## src/hdl/assert_macros.svh

```systemverilog
// assertion helpers for the rtl files, included by dma_channel_arbiter_regs
`ifndef ASSERT_MACROS_SVH
`define ASSERT_MACROS_SVH

// same-cycle implication, checked outside reset
`define ASSERT_SAME(label, clk, rst, ante, cons, msg) \
   label: assert property (@(posedge clk) disable iff (rst) (ante) |-> (cons)) \
      else $error(msg);

// next-cycle implication, checked outside reset
`define ASSERT_NEXT(label, clk, rst, ante, cons, msg) \
   label: assert property (@(posedge clk) disable iff (rst) (ante) |=> (cons)) \
      else $error(msg);

`endif

```

## src/hdl/dcar_pkg.sv

```systemverilog
`default_nettype none

package dcar_pkg;

   localparam int NUM_CHANNELS_DEFAULT = 16;
   localparam int CHAN_FIELD_W = 4;

   typedef enum logic [2:0] {
      FUNC_WRITE    = 3'd0,
      FUNC_READ     = 3'd1,
      FUNC_SET_REQ  = 3'd2,
      FUNC_CLR_REQ  = 3'd3,
      FUNC_XFER_END = 3'd4
   } func_type;

   typedef enum logic [2:0] {
      REG_ADDR     = 3'd0,
      REG_BLOCK    = 3'd1,
      REG_CONTROL  = 3'd2,
      REG_TAG_ADDR = 3'd3,
      REG_PRIO_LO  = 3'd4,
      REG_PRIO_HI  = 3'd5,
      REG_IRQ_LO   = 3'd6,
      REG_IRQ_HI   = 3'd7
   } reg_select_type;

   // channels whose request flag is set out of reset (10, 12, 13)
   localparam logic [15:0] RESET_REQUEST = 16'h3400;

   // control register bit positions
   localparam int CTL_DIR_BIT   = 0;
   localparam int CTL_MISC0_BIT = 8;
   localparam int CTL_SYNC_LSB  = 9;
   localparam int CTL_BUSY_BIT  = 24;
   localparam int CTL_MISC1_BIT = 30;

   // interrupt register bit positions
   localparam int IRQ_FORCE_BIT  = 15;
   localparam int IRQ_MASK_LSB   = 16;
   localparam int IRQ_MASTER_BIT = 23;
   localparam int IRQ_STATUS_LSB = 24;
   localparam int IRQ_LINE_BIT   = 31;
   localparam int IRQ_BITS       = 7;

   typedef struct packed {
      logic                    valid;
      logic [CHAN_FIELD_W-1:0] index;
   } arb_result_type;

endpackage

`default_nettype wire

```

## src/hdl/dcar_arbiter.sv

```systemverilog
`default_nettype none

module dcar_arbiter import dcar_pkg::*; #(
   parameter int NUM_CHANNELS = NUM_CHANNELS_DEFAULT
) (
   input  wire logic [NUM_CHANNELS-1:0] eligible,
   output arb_result_type               grant
);

   // fixed priority, highest index wins
   always_comb begin
      grant = '0;
      for (int c = 0; c < NUM_CHANNELS; c++) begin
         if (eligible[c]) begin
            grant.valid = 1'b1;
            grant.index = CHAN_FIELD_W'(c);
         end
      end
   end

endmodule

`default_nettype wire

```

## src/hdl/dma_channel_arbiter_regs.sv

```systemverilog
// channel   direction  tdata (low bit up)                        tuser (low bit up)
// req_      in         channel[3:0], write_data[35:4], zero pad  func[2:0], reg_select[5:3]
// rsp_      out        read_data[31:0], active_valid[32],        -
//                      active_index[36:33], irq_pulse[37], zero pad
//
// one item per cycle sustained while the result is drained; an accepted item lands in the
// input register, and when it advances the register file is updated and the result is
// captured in the result register, which drives rsp_tvalid
// reset is synchronous and active high and restores the valid flags and register file
// to their documented values at once, no clearing pass; payloads are not reset
// a stalled result holds the pipe; the input register takes an item while it is empty or
// while the result register can drain in the same cycle
`default_nettype none

`include "assert_macros.svh"

module dma_channel_arbiter_regs import dcar_pkg::*; #(
   parameter int NUM_CHANNELS = NUM_CHANNELS_DEFAULT
) (
   input  wire logic        clock,
   input  wire logic        reset,
   input  wire logic        req_tvalid,
   output logic             req_tready,
   input  wire logic [39:0] req_tdata,  // channel, write_data, pad
   input  wire logic [5:0]  req_tuser,  // func, reg_select
   output logic             rsp_tvalid,
   input  wire logic        rsp_tready,
   output logic [39:0]      rsp_tdata   // read_data, active_valid, active_index, irq_pulse, pad
);

   localparam int ChanBits = (NUM_CHANNELS > 1) ? $clog2(NUM_CHANNELS) : 1;

   // input register
   logic                    s1_valid_ff, s1_valid_in;
   logic [2:0]              s1_func_ff;
   logic [CHAN_FIELD_W-1:0] s1_channel_ff;
   logic [2:0]              s1_sel_ff;
   logic [31:0]             s1_wdata_ff;

   // result register
   logic                    rsp_valid_ff, rsp_valid_in;
   logic [31:0]             rsp_read_data_ff, rsp_read_data_in;
   logic                    rsp_active_valid_ff;
   logic [CHAN_FIELD_W-1:0] rsp_active_index_ff;
   logic                    rsp_irq_pulse_ff, rsp_irq_pulse_in;

   // per-channel register file
   logic [31:0] addr_ff     [NUM_CHANNELS], addr_in     [NUM_CHANNELS];
   logic [15:0] size_ff     [NUM_CHANNELS], size_in     [NUM_CHANNELS];
   logic [15:0] count_ff    [NUM_CHANNELS], count_in    [NUM_CHANNELS];
   logic [1:0]  sync_ff     [NUM_CHANNELS], sync_in     [NUM_CHANNELS];
   logic [1:0]  misc_ff     [NUM_CHANNELS], misc_in     [NUM_CHANNELS];
   logic [31:0] tag_addr_ff [NUM_CHANNELS], tag_addr_in [NUM_CHANNELS];
   logic [2:0]  prio_ff     [NUM_CHANNELS], prio_in     [NUM_CHANNELS];
   logic [NUM_CHANNELS-1:0] dir_ff, dir_in;
   logic [NUM_CHANNELS-1:0] busy_ff, busy_in;
   logic [NUM_CHANNELS-1:0] request_ff, request_in;
   logic [NUM_CHANNELS-1:0] enable_ff, enable_in;

   // interrupt halves
   logic                force_ff  [2], force_in  [2];
   logic                master_ff [2], master_in [2];
   logic [IRQ_BITS-1:0] mask_ff   [2], mask_in   [2];
   logic [IRQ_BITS-1:0] status_ff [2], status_in [2];

   logic                advance;
   logic                chan_ok;
   logic [ChanBits-1:0] ci;
   logic                half;
   logic [2:0]          bit_sel;
   logic [7:0]          mask_ext;
   arb_result_type      grant;

   // handshake: drain the input register whenever the result slot is free
   assign advance     = s1_valid_ff && (!rsp_valid_ff || rsp_tready);
   assign req_tready  = !s1_valid_ff || advance;
   assign s1_valid_in = req_tvalid ? 1'b1 : (s1_valid_ff && !advance);
   assign rsp_valid_in = advance ? 1'b1 : (rsp_valid_ff && !rsp_tready);

   assign rsp_tvalid = rsp_valid_ff;
   assign rsp_tdata  = {2'b00, rsp_irq_pulse_ff, rsp_active_index_ff,
                        rsp_active_valid_ff, rsp_read_data_ff};

   assign chan_ok  = {1'b0, s1_channel_ff} < (CHAN_FIELD_W + 1)'(NUM_CHANNELS);
   assign ci       = s1_channel_ff[ChanBits-1:0];
   assign bit_sel  = s1_channel_ff[2:0];
   assign mask_ext = {1'b0, mask_ff[s1_channel_ff[3]]};
   assign half     = s1_sel_ff[0];

   // register file update and read for the item in the input register
   always_comb begin
      addr_in          = addr_ff;
      size_in          = size_ff;
      count_in         = count_ff;
      sync_in          = sync_ff;
      misc_in          = misc_ff;
      tag_addr_in      = tag_addr_ff;
      prio_in          = prio_ff;
      dir_in           = dir_ff;
      busy_in          = busy_ff;
      request_in       = request_ff;
      enable_in        = enable_ff;
      force_in         = force_ff;
      master_in        = master_ff;
      mask_in          = mask_ff;
      status_in        = status_ff;
      rsp_read_data_in = '0;
      rsp_irq_pulse_in = 1'b0;

      case (func_type'(s1_func_ff))
         FUNC_WRITE: begin
            case (reg_select_type'(s1_sel_ff))
               REG_ADDR: begin
                  if (chan_ok) addr_in[ci] = s1_wdata_ff;
               end
               REG_BLOCK: begin
                  if (chan_ok) begin
                     size_in[ci]  = s1_wdata_ff[15:0];
                     count_in[ci] = s1_wdata_ff[31:16];
                  end
               end
               REG_CONTROL: begin
                  if (chan_ok) begin
                     dir_in[ci]  = s1_wdata_ff[CTL_DIR_BIT];
                     sync_in[ci] = s1_wdata_ff[CTL_SYNC_LSB +: 2];
                     busy_in[ci] = s1_wdata_ff[CTL_BUSY_BIT];
                     misc_in[ci] = {s1_wdata_ff[CTL_MISC1_BIT], s1_wdata_ff[CTL_MISC0_BIT]};
                  end
               end
               REG_TAG_ADDR: begin
                  if (chan_ok) tag_addr_in[ci] = s1_wdata_ff;
               end
               REG_PRIO_LO, REG_PRIO_HI: begin
                  // one nibble per channel of the selected half
                  for (int c = 0; c < NUM_CHANNELS; c++) begin
                     if ((c >= 8) == half) begin
                        prio_in[c]   = s1_wdata_ff[(c % 8) * 4 +: 3];
                        enable_in[c] = s1_wdata_ff[(c % 8) * 4 + 3];
                     end
                  end
               end
               REG_IRQ_LO, REG_IRQ_HI: begin
                  force_in[half]   = s1_wdata_ff[IRQ_FORCE_BIT];
                  mask_in[half]    = s1_wdata_ff[IRQ_MASK_LSB +: IRQ_BITS];
                  master_in[half]  = s1_wdata_ff[IRQ_MASTER_BIT];
                  // write one to clear
                  status_in[half]  = status_ff[half] & ~s1_wdata_ff[IRQ_STATUS_LSB +: IRQ_BITS];
                  rsp_irq_pulse_in = s1_wdata_ff[IRQ_FORCE_BIT];
               end
               default: begin
               end
            endcase
         end
         FUNC_READ: begin
            case (reg_select_type'(s1_sel_ff))
               REG_ADDR: begin
                  if (chan_ok) rsp_read_data_in = addr_ff[ci];
               end
               REG_BLOCK: begin
                  if (chan_ok) rsp_read_data_in = {count_ff[ci], size_ff[ci]};
               end
               REG_CONTROL: begin
                  if (chan_ok) begin
                     rsp_read_data_in[CTL_DIR_BIT]       = dir_ff[ci];
                     rsp_read_data_in[CTL_MISC0_BIT]     = misc_ff[ci][0];
                     rsp_read_data_in[CTL_SYNC_LSB +: 2] = sync_ff[ci];
                     rsp_read_data_in[CTL_BUSY_BIT]      = busy_ff[ci];
                     rsp_read_data_in[CTL_MISC1_BIT]     = misc_ff[ci][1];
                  end
               end
               REG_TAG_ADDR: begin
                  if (chan_ok) rsp_read_data_in = tag_addr_ff[ci];
               end
               REG_PRIO_LO, REG_PRIO_HI: begin
                  for (int c = 0; c < NUM_CHANNELS; c++) begin
                     if ((c >= 8) == half) begin
                        rsp_read_data_in[(c % 8) * 4 +: 4] = {enable_ff[c], prio_ff[c]};
                     end
                  end
               end
               REG_IRQ_LO, REG_IRQ_HI: begin
                  rsp_read_data_in[IRQ_FORCE_BIT]               = force_ff[half];
                  rsp_read_data_in[IRQ_MASK_LSB +: IRQ_BITS]    = mask_ff[half];
                  rsp_read_data_in[IRQ_MASTER_BIT]              = master_ff[half];
                  rsp_read_data_in[IRQ_STATUS_LSB +: IRQ_BITS]  = status_ff[half];
                  rsp_read_data_in[IRQ_LINE_BIT] =
                     master_ff[half] && |(mask_ff[half] & status_ff[half]);
               end
               default: begin
               end
            endcase
         end
         FUNC_SET_REQ: begin
            if (chan_ok) request_in[ci] = 1'b1;
         end
         FUNC_CLR_REQ: begin
            if (chan_ok) request_in[ci] = 1'b0;
         end
         FUNC_XFER_END: begin
            if (chan_ok) begin
               busy_in[ci] = 1'b0;
               // the top channel of each half has no mask bit
               if (mask_ext[bit_sel]) begin
                  status_in[s1_channel_ff[3]][bit_sel] = 1'b1;
                  rsp_irq_pulse_in = 1'b1;
               end
            end
         end
         default: begin
         end
      endcase
   end

   // grant reflects the state after this item
   dcar_arbiter #(
      .NUM_CHANNELS(NUM_CHANNELS)
   ) u_arbiter (
      .eligible(request_in & busy_in),
      .grant   (grant)
   );

   // handshake control
   always_ff @(posedge clock) begin
      if (reset) begin
         s1_valid_ff  <= 1'b0;
         rsp_valid_ff <= 1'b0;
      end else begin
         s1_valid_ff  <= s1_valid_in;
         rsp_valid_ff <= rsp_valid_in;
      end
   end

   // input register payload
   always_ff @(posedge clock) begin
      if (req_tvalid && req_tready) begin
         s1_func_ff    <= req_tuser[2:0];
         s1_sel_ff     <= req_tuser[5:3];
         s1_channel_ff <= req_tdata[3:0];
         s1_wdata_ff   <= req_tdata[35:4];
      end
   end

   // result register payload
   always_ff @(posedge clock) begin
      if (advance) begin
         rsp_read_data_ff    <= rsp_read_data_in;
         rsp_active_valid_ff <= grant.valid;
         rsp_active_index_ff <= grant.index;
         rsp_irq_pulse_ff    <= rsp_irq_pulse_in;
      end
   end

   // register file, written once per item
   always_ff @(posedge clock) begin
      if (reset) begin
         for (int c = 0; c < NUM_CHANNELS; c++) begin
            addr_ff[c]     <= '0;
            size_ff[c]     <= '0;
            count_ff[c]    <= '0;
            sync_ff[c]     <= '0;
            misc_ff[c]     <= '0;
            tag_addr_ff[c] <= '0;
            prio_ff[c]     <= 3'h7;
         end
         dir_ff     <= '0;
         busy_ff    <= '0;
         request_ff <= RESET_REQUEST[NUM_CHANNELS-1:0];
         enable_ff  <= '0;
         for (int h = 0; h < 2; h++) begin
            force_ff[h]  <= 1'b0;
            master_ff[h] <= 1'b0;
            mask_ff[h]   <= '0;
            status_ff[h] <= '0;
         end
      end else if (advance) begin
         addr_ff     <= addr_in;
         size_ff     <= size_in;
         count_ff    <= count_in;
         sync_ff     <= sync_in;
         misc_ff     <= misc_in;
         tag_addr_ff <= tag_addr_in;
         prio_ff     <= prio_in;
         dir_ff      <= dir_in;
         busy_ff     <= busy_in;
         request_ff  <= request_in;
         enable_ff   <= enable_in;
         force_ff    <= force_in;
         master_ff   <= master_in;
         mask_ff     <= mask_in;
         status_ff   <= status_in;
      end
   end

   // only reads return data
   `ASSERT_NEXT(a_rdata_zero, clock, reset, advance && s1_func_ff != FUNC_READ,
      rsp_read_data_ff == '0, "read_data nonzero on a non-read item")

   // interrupt only from an interrupt register write or a transfer end
   `ASSERT_NEXT(a_irq_source, clock, reset,
      advance && s1_func_ff != FUNC_WRITE && s1_func_ff != FUNC_XFER_END,
      !rsp_irq_pulse_ff, "irq pulse from an item that cannot raise it")

   // granted channel is requesting and busy in the updated state
   `ASSERT_NEXT(a_grant_eligible, clock, reset, advance,
      !rsp_active_valid_ff || (busy_ff[rsp_active_index_ff[ChanBits-1:0]] &&
      request_ff[rsp_active_index_ff[ChanBits-1:0]]), "granted channel not eligible")

   // no grant reports index zero
   `ASSERT_SAME(a_idle_index, clock, reset, rsp_valid_ff && !rsp_active_valid_ff,
      rsp_active_index_ff == '0, "index nonzero without a grant")

endmodule

`default_nettype wire
```

## config.mk

```make
export PLATFORM = sky130hd
export DESIGN_NAME = dma_channel_arbiter_regs
export DESIGN_NICKNAME = d
export VERILOG_FILES = /design/src/hdl/dcar_pkg.sv /design/src/hdl/dcar_arbiter.sv /design/src/hdl/dma_channel_arbiter_regs.sv
export VERILOG_INCLUDE_DIRS = /design/src /design/src/hdl
export SDC_FILE = /design/constraint.sdc
export NUM_CORES = 2
export LEC_CHECK = 0
export ABC_AREA = 0
export BUFFER_PORTS_ARGS = -buffer_cell sky130_fd_sc_hd__buf_2
export CAP_MARGIN = 20
export CORE_UTILIZATION = 40
export CTS_CLUSTER_SIZE = 24
export DETAILED_ROUTE_END_ITERATION = 6
export GPL_ROUTABILITY_DRIVEN = 0
export RECOVER_POWER = 25
export SETUP_SLACK_MARGIN = 0.05
export SLEW_MARGIN = 25
export SYNTH_ARGS = -nofsm -noshare
export SYNTH_HDL_FRONTEND = slang
export SYNTH_SLANG_ARGS = --single-unit
```

## constraint.sdc

```tcl
create_clock -name clock -period 5.3 [get_ports clock]
set_input_delay 1.59 -clock clock [delete_from_list [all_inputs] [get_ports clock]]
set_output_delay 1.59 -clock clock [all_outputs]
set_load 0.1 [all_outputs]
```

==> metrics.yaml <==
sta:
  finalSetupTns_ns: 0
  fin_crit_sh: 0.898
  final_hold_viol_count: 0
  drv_slew: 170
  rsz0062_at_grt: "no"
  min_period_ns: 4.76
  fin_skew_ns: 0.0463
  worst_pin_slew_ns: 3.75
  relSlewSlack: -1.50
  fmax_mhz: 210
  finalSetupViolCount: 0
floorplan:
  start_util: 0.402
  fp.dieH_microns: 447
  die_w_microns: 447
  num_rows: 163
  dieArea_sq_um: 200000
  core_region_area_sq_um: 197000
  io_pins: 92
worst_setup_path:
  endpoint_kind: "flop"
  cp.arrival_ns: 5.33
  start_kind: "input port"
  criticalPathCategory: "input port to flop"
  worstPathMaxFanout: 32
  cp.required_ns: 5.88
  r2r_start: "s1_sel_ff[0]"
  crit_start: "rsp_tready"
logic_synthesis:
  synth_xor_xnor_area_share: 0
  synth-simple-area-share: 0.207
  syn_area_sq_um: 79400
  synth_edf_count: 80
  syn_area_per_cell_sq_um: 8.39
  yosys_register_bits: 1826
  synth_top_area_share: 0.440
  synth_top_family_by_area: "simple AND/OR/NAND/NOR gates"
  yosys-top-cells-count: "nand2_1, a21oi_1, dfxtp_1, clkbuf_1, mux4_2"
  ys_warn_count: 0
  synthCells: 9463
  synth_fa_ha_area_frac: 0
  synth-async-reset-ratio: 0
  yosysMostFrequentCell: "nand2_1"
  synthMuxAreaShare: 0.124
  ys.flop_type: "dfxtp_1"
  synth_compound_area_frac: 0.143
  yosys.cell_types.count: 76
  ys_seq_area_frac: 0.471
  yosys.area.top_type: "dfxtp_1"
  synthTopCellsByArea: "dfxtp_1, nand2_1, mux4_2, a21oi_1, edfxtp_1"
clocking:
  cts_setup_buffers: 0
  clockBufferDepth: 3
  cts_hold_buf: 0
  clkTransAtPathRegs_ns: 0.06
  numCtsBuffers: 190
  cts_tree: "done"
  htree_levels: 4
  cts-resized-gates: 0
  clk_latency_ns: 0.88
  clkSinkCount: 1826
  cts_root_buf: "clkbuf_16"
drt:
  vias: 69000
  wirelength_mm: 290
  remaining_drc_errors: 0
  drt-vias-per-instance: 5.79
  drt_iter0_drc: 8664
  drt-pass1-iter-count: 7
  wl_per_cell_microns: 24.4
  ant_nets: 0
pwr:
  pwr-share-seq: 0.479
  combPwrFrac: 0.057
  swShare: 0.247
  power.leakage_nw: 27.8
  powerDensity_nw_per_um2: 330
  clockPowerShare: 0.464
  ir_drop_uv: 298
  switchingPower_mw: 7.16
  p_total_mw: 29.0
  internal_power_mw: 21.8
global_route:
  grt_pass1_vias: 65400
  antenna_found_initial: 9
  grt-ovfl-total: 0
  grt_max_degree: 139
  grt_pass1_wl_mm: 426
  grt_usage: 0.284
run_status:
  status: "finished, violations left"
  failed_checks: "capacitance limit, slew limit"
min_path:
  hp-class: "flop to flop"
  hold_path_startpoint: "count_ff[211]"
cells_and_area:
  drive_gt1_frac: 0.125
  final_area_sq_um: 87800
  fill_cells: 19000
  final_util: 0.445
  syn2layout_area_growth_pct: 10.6
  final_nets: 9169
placement:
  io_buffers: 85
  dp_hpwl_mm: 171
  postPlaceCellArea_sq_um: 81700
run:
  cap_violations: 2
routing by layer:
metal  up-vias  track usage  routed length [microns]
li1      31200            -                        -
met1     33700        0.363                   113000
met2      3423        0.450                   133000
met3       671       0.0497                    26800
met4         4        0.162                    17600
met5         -            0                       29
per-stage QoR:
step	cells	setup slack [ns]	hold slack, ns
2_1_floorplan	9464	1.01	0.433
3_3_place_gp	11600	0.910	0.438
3_5_place_dp	11600	0.811	0.443
4_1_cts	11900	1.02	0.451
5_1_grt	11900	0.462	0.465
6_report	11900	0.542	0.450
worst paths after layout:
path	to	slack (ns)	cells after the start
setup reg to reg	tag_addr_ff[350]	0.72	9
setup / recovery	tag_addr_ff[350]	0.54	12
hold / removal	count_ff[211]	0.45	2
hold reg to reg	count_ff[211]	0.45	2
cells by family (layout without fill, tap and decap cells):
family          Yosys count  after routing
compound gates         2111           2111
buf+inv                 956            762
flops                  1826           1826
mux                     462            462
other cells               1              6
simple gates           4107           4107
power by group through the flow:
stage | Combinational, mW | Clock [mW] | Sequential (mW)
global placement | 1.60 | 0 | 14.2
global route | 1.68 | 14.2 | 13.9
detailed placement | 1.61 | 0 | 14.2
CTS | 1.61 | 13.6 | 13.9
finish | 1.65 | 13.4 | 13.9
floorplan | 0.922 | 0 | 14.3
final cells by class:
class	instances	area [sq um]	area share
clock inverter	58	666	0.00758
antenna	4	10.0	0.000114
tap	2640	3300	0.0376
sequential	1826	37400	0.426
timing repair buffer	407	3160	0.0360
multi-input combinational	6682	37700	0.429
clock buffer	285	5560	0.0634
inverter	12	50.0	0.000570
worst max-delay path, cell delays in order:
cell	delay [ns]
buf_2	0.08
nor2b_1	0.06
nand2b_1	0.46
inv_1	0.61
nand3_1	0.36
clkbuf_1	0.31
nor2_1	0.15
clkbuf_1	0.58
nand2_1	0.11
clkbuf_2	0.64
nand2_1	0.25
a21oi_1	0.09
flip-flops by register name (all words and copies together) (netlist names), 2 cells and up:
| signal | count |
|---|---|
| busy_ff | 16 |
| s1_wdata_ff | 32 |
| addr_ff | 512 |
| s1_sel_ff | 3 |
| master_ff | 2 |
| rsp_read_data_ff | 32 |
| tag_addr_ff | 512 |
| rsp_active_index_ff | 4 |
| sync_ff | 32 |
| mask_ff | 14 |
| count_ff | 256 |
| force_ff | 2 |
| s1_func_ff | 3 |
| misc_ff | 32 |
| request_ff | 16 |
| status_ff | 14 |
| ci | 4 |
| enable_ff | 16 |
| size_ff | 256 |
| prio_ff | 48 |
| dir_ff | 16 |
layout by cell type, fill, tap and decap left out, types with 33 or more instances in the layout:
master and count:
a21oi_1 1751, o21ai_0 89, a211oi_1 62, nor3_1 39, and2_1 54, nor2_4 35
nand2_1 3672, mux4_2 414, nor2_1 108, dfxtp_1 1746, nand3_1 59, buf_12 33
clkbuf_1 97, clkbuf_16 192, a31oi_1 54, clkbuf_8 41, buf_2 46, buf_4 270
edfxtp_1 80, nand3b_1 47
(Power assumes the default switching activity.)
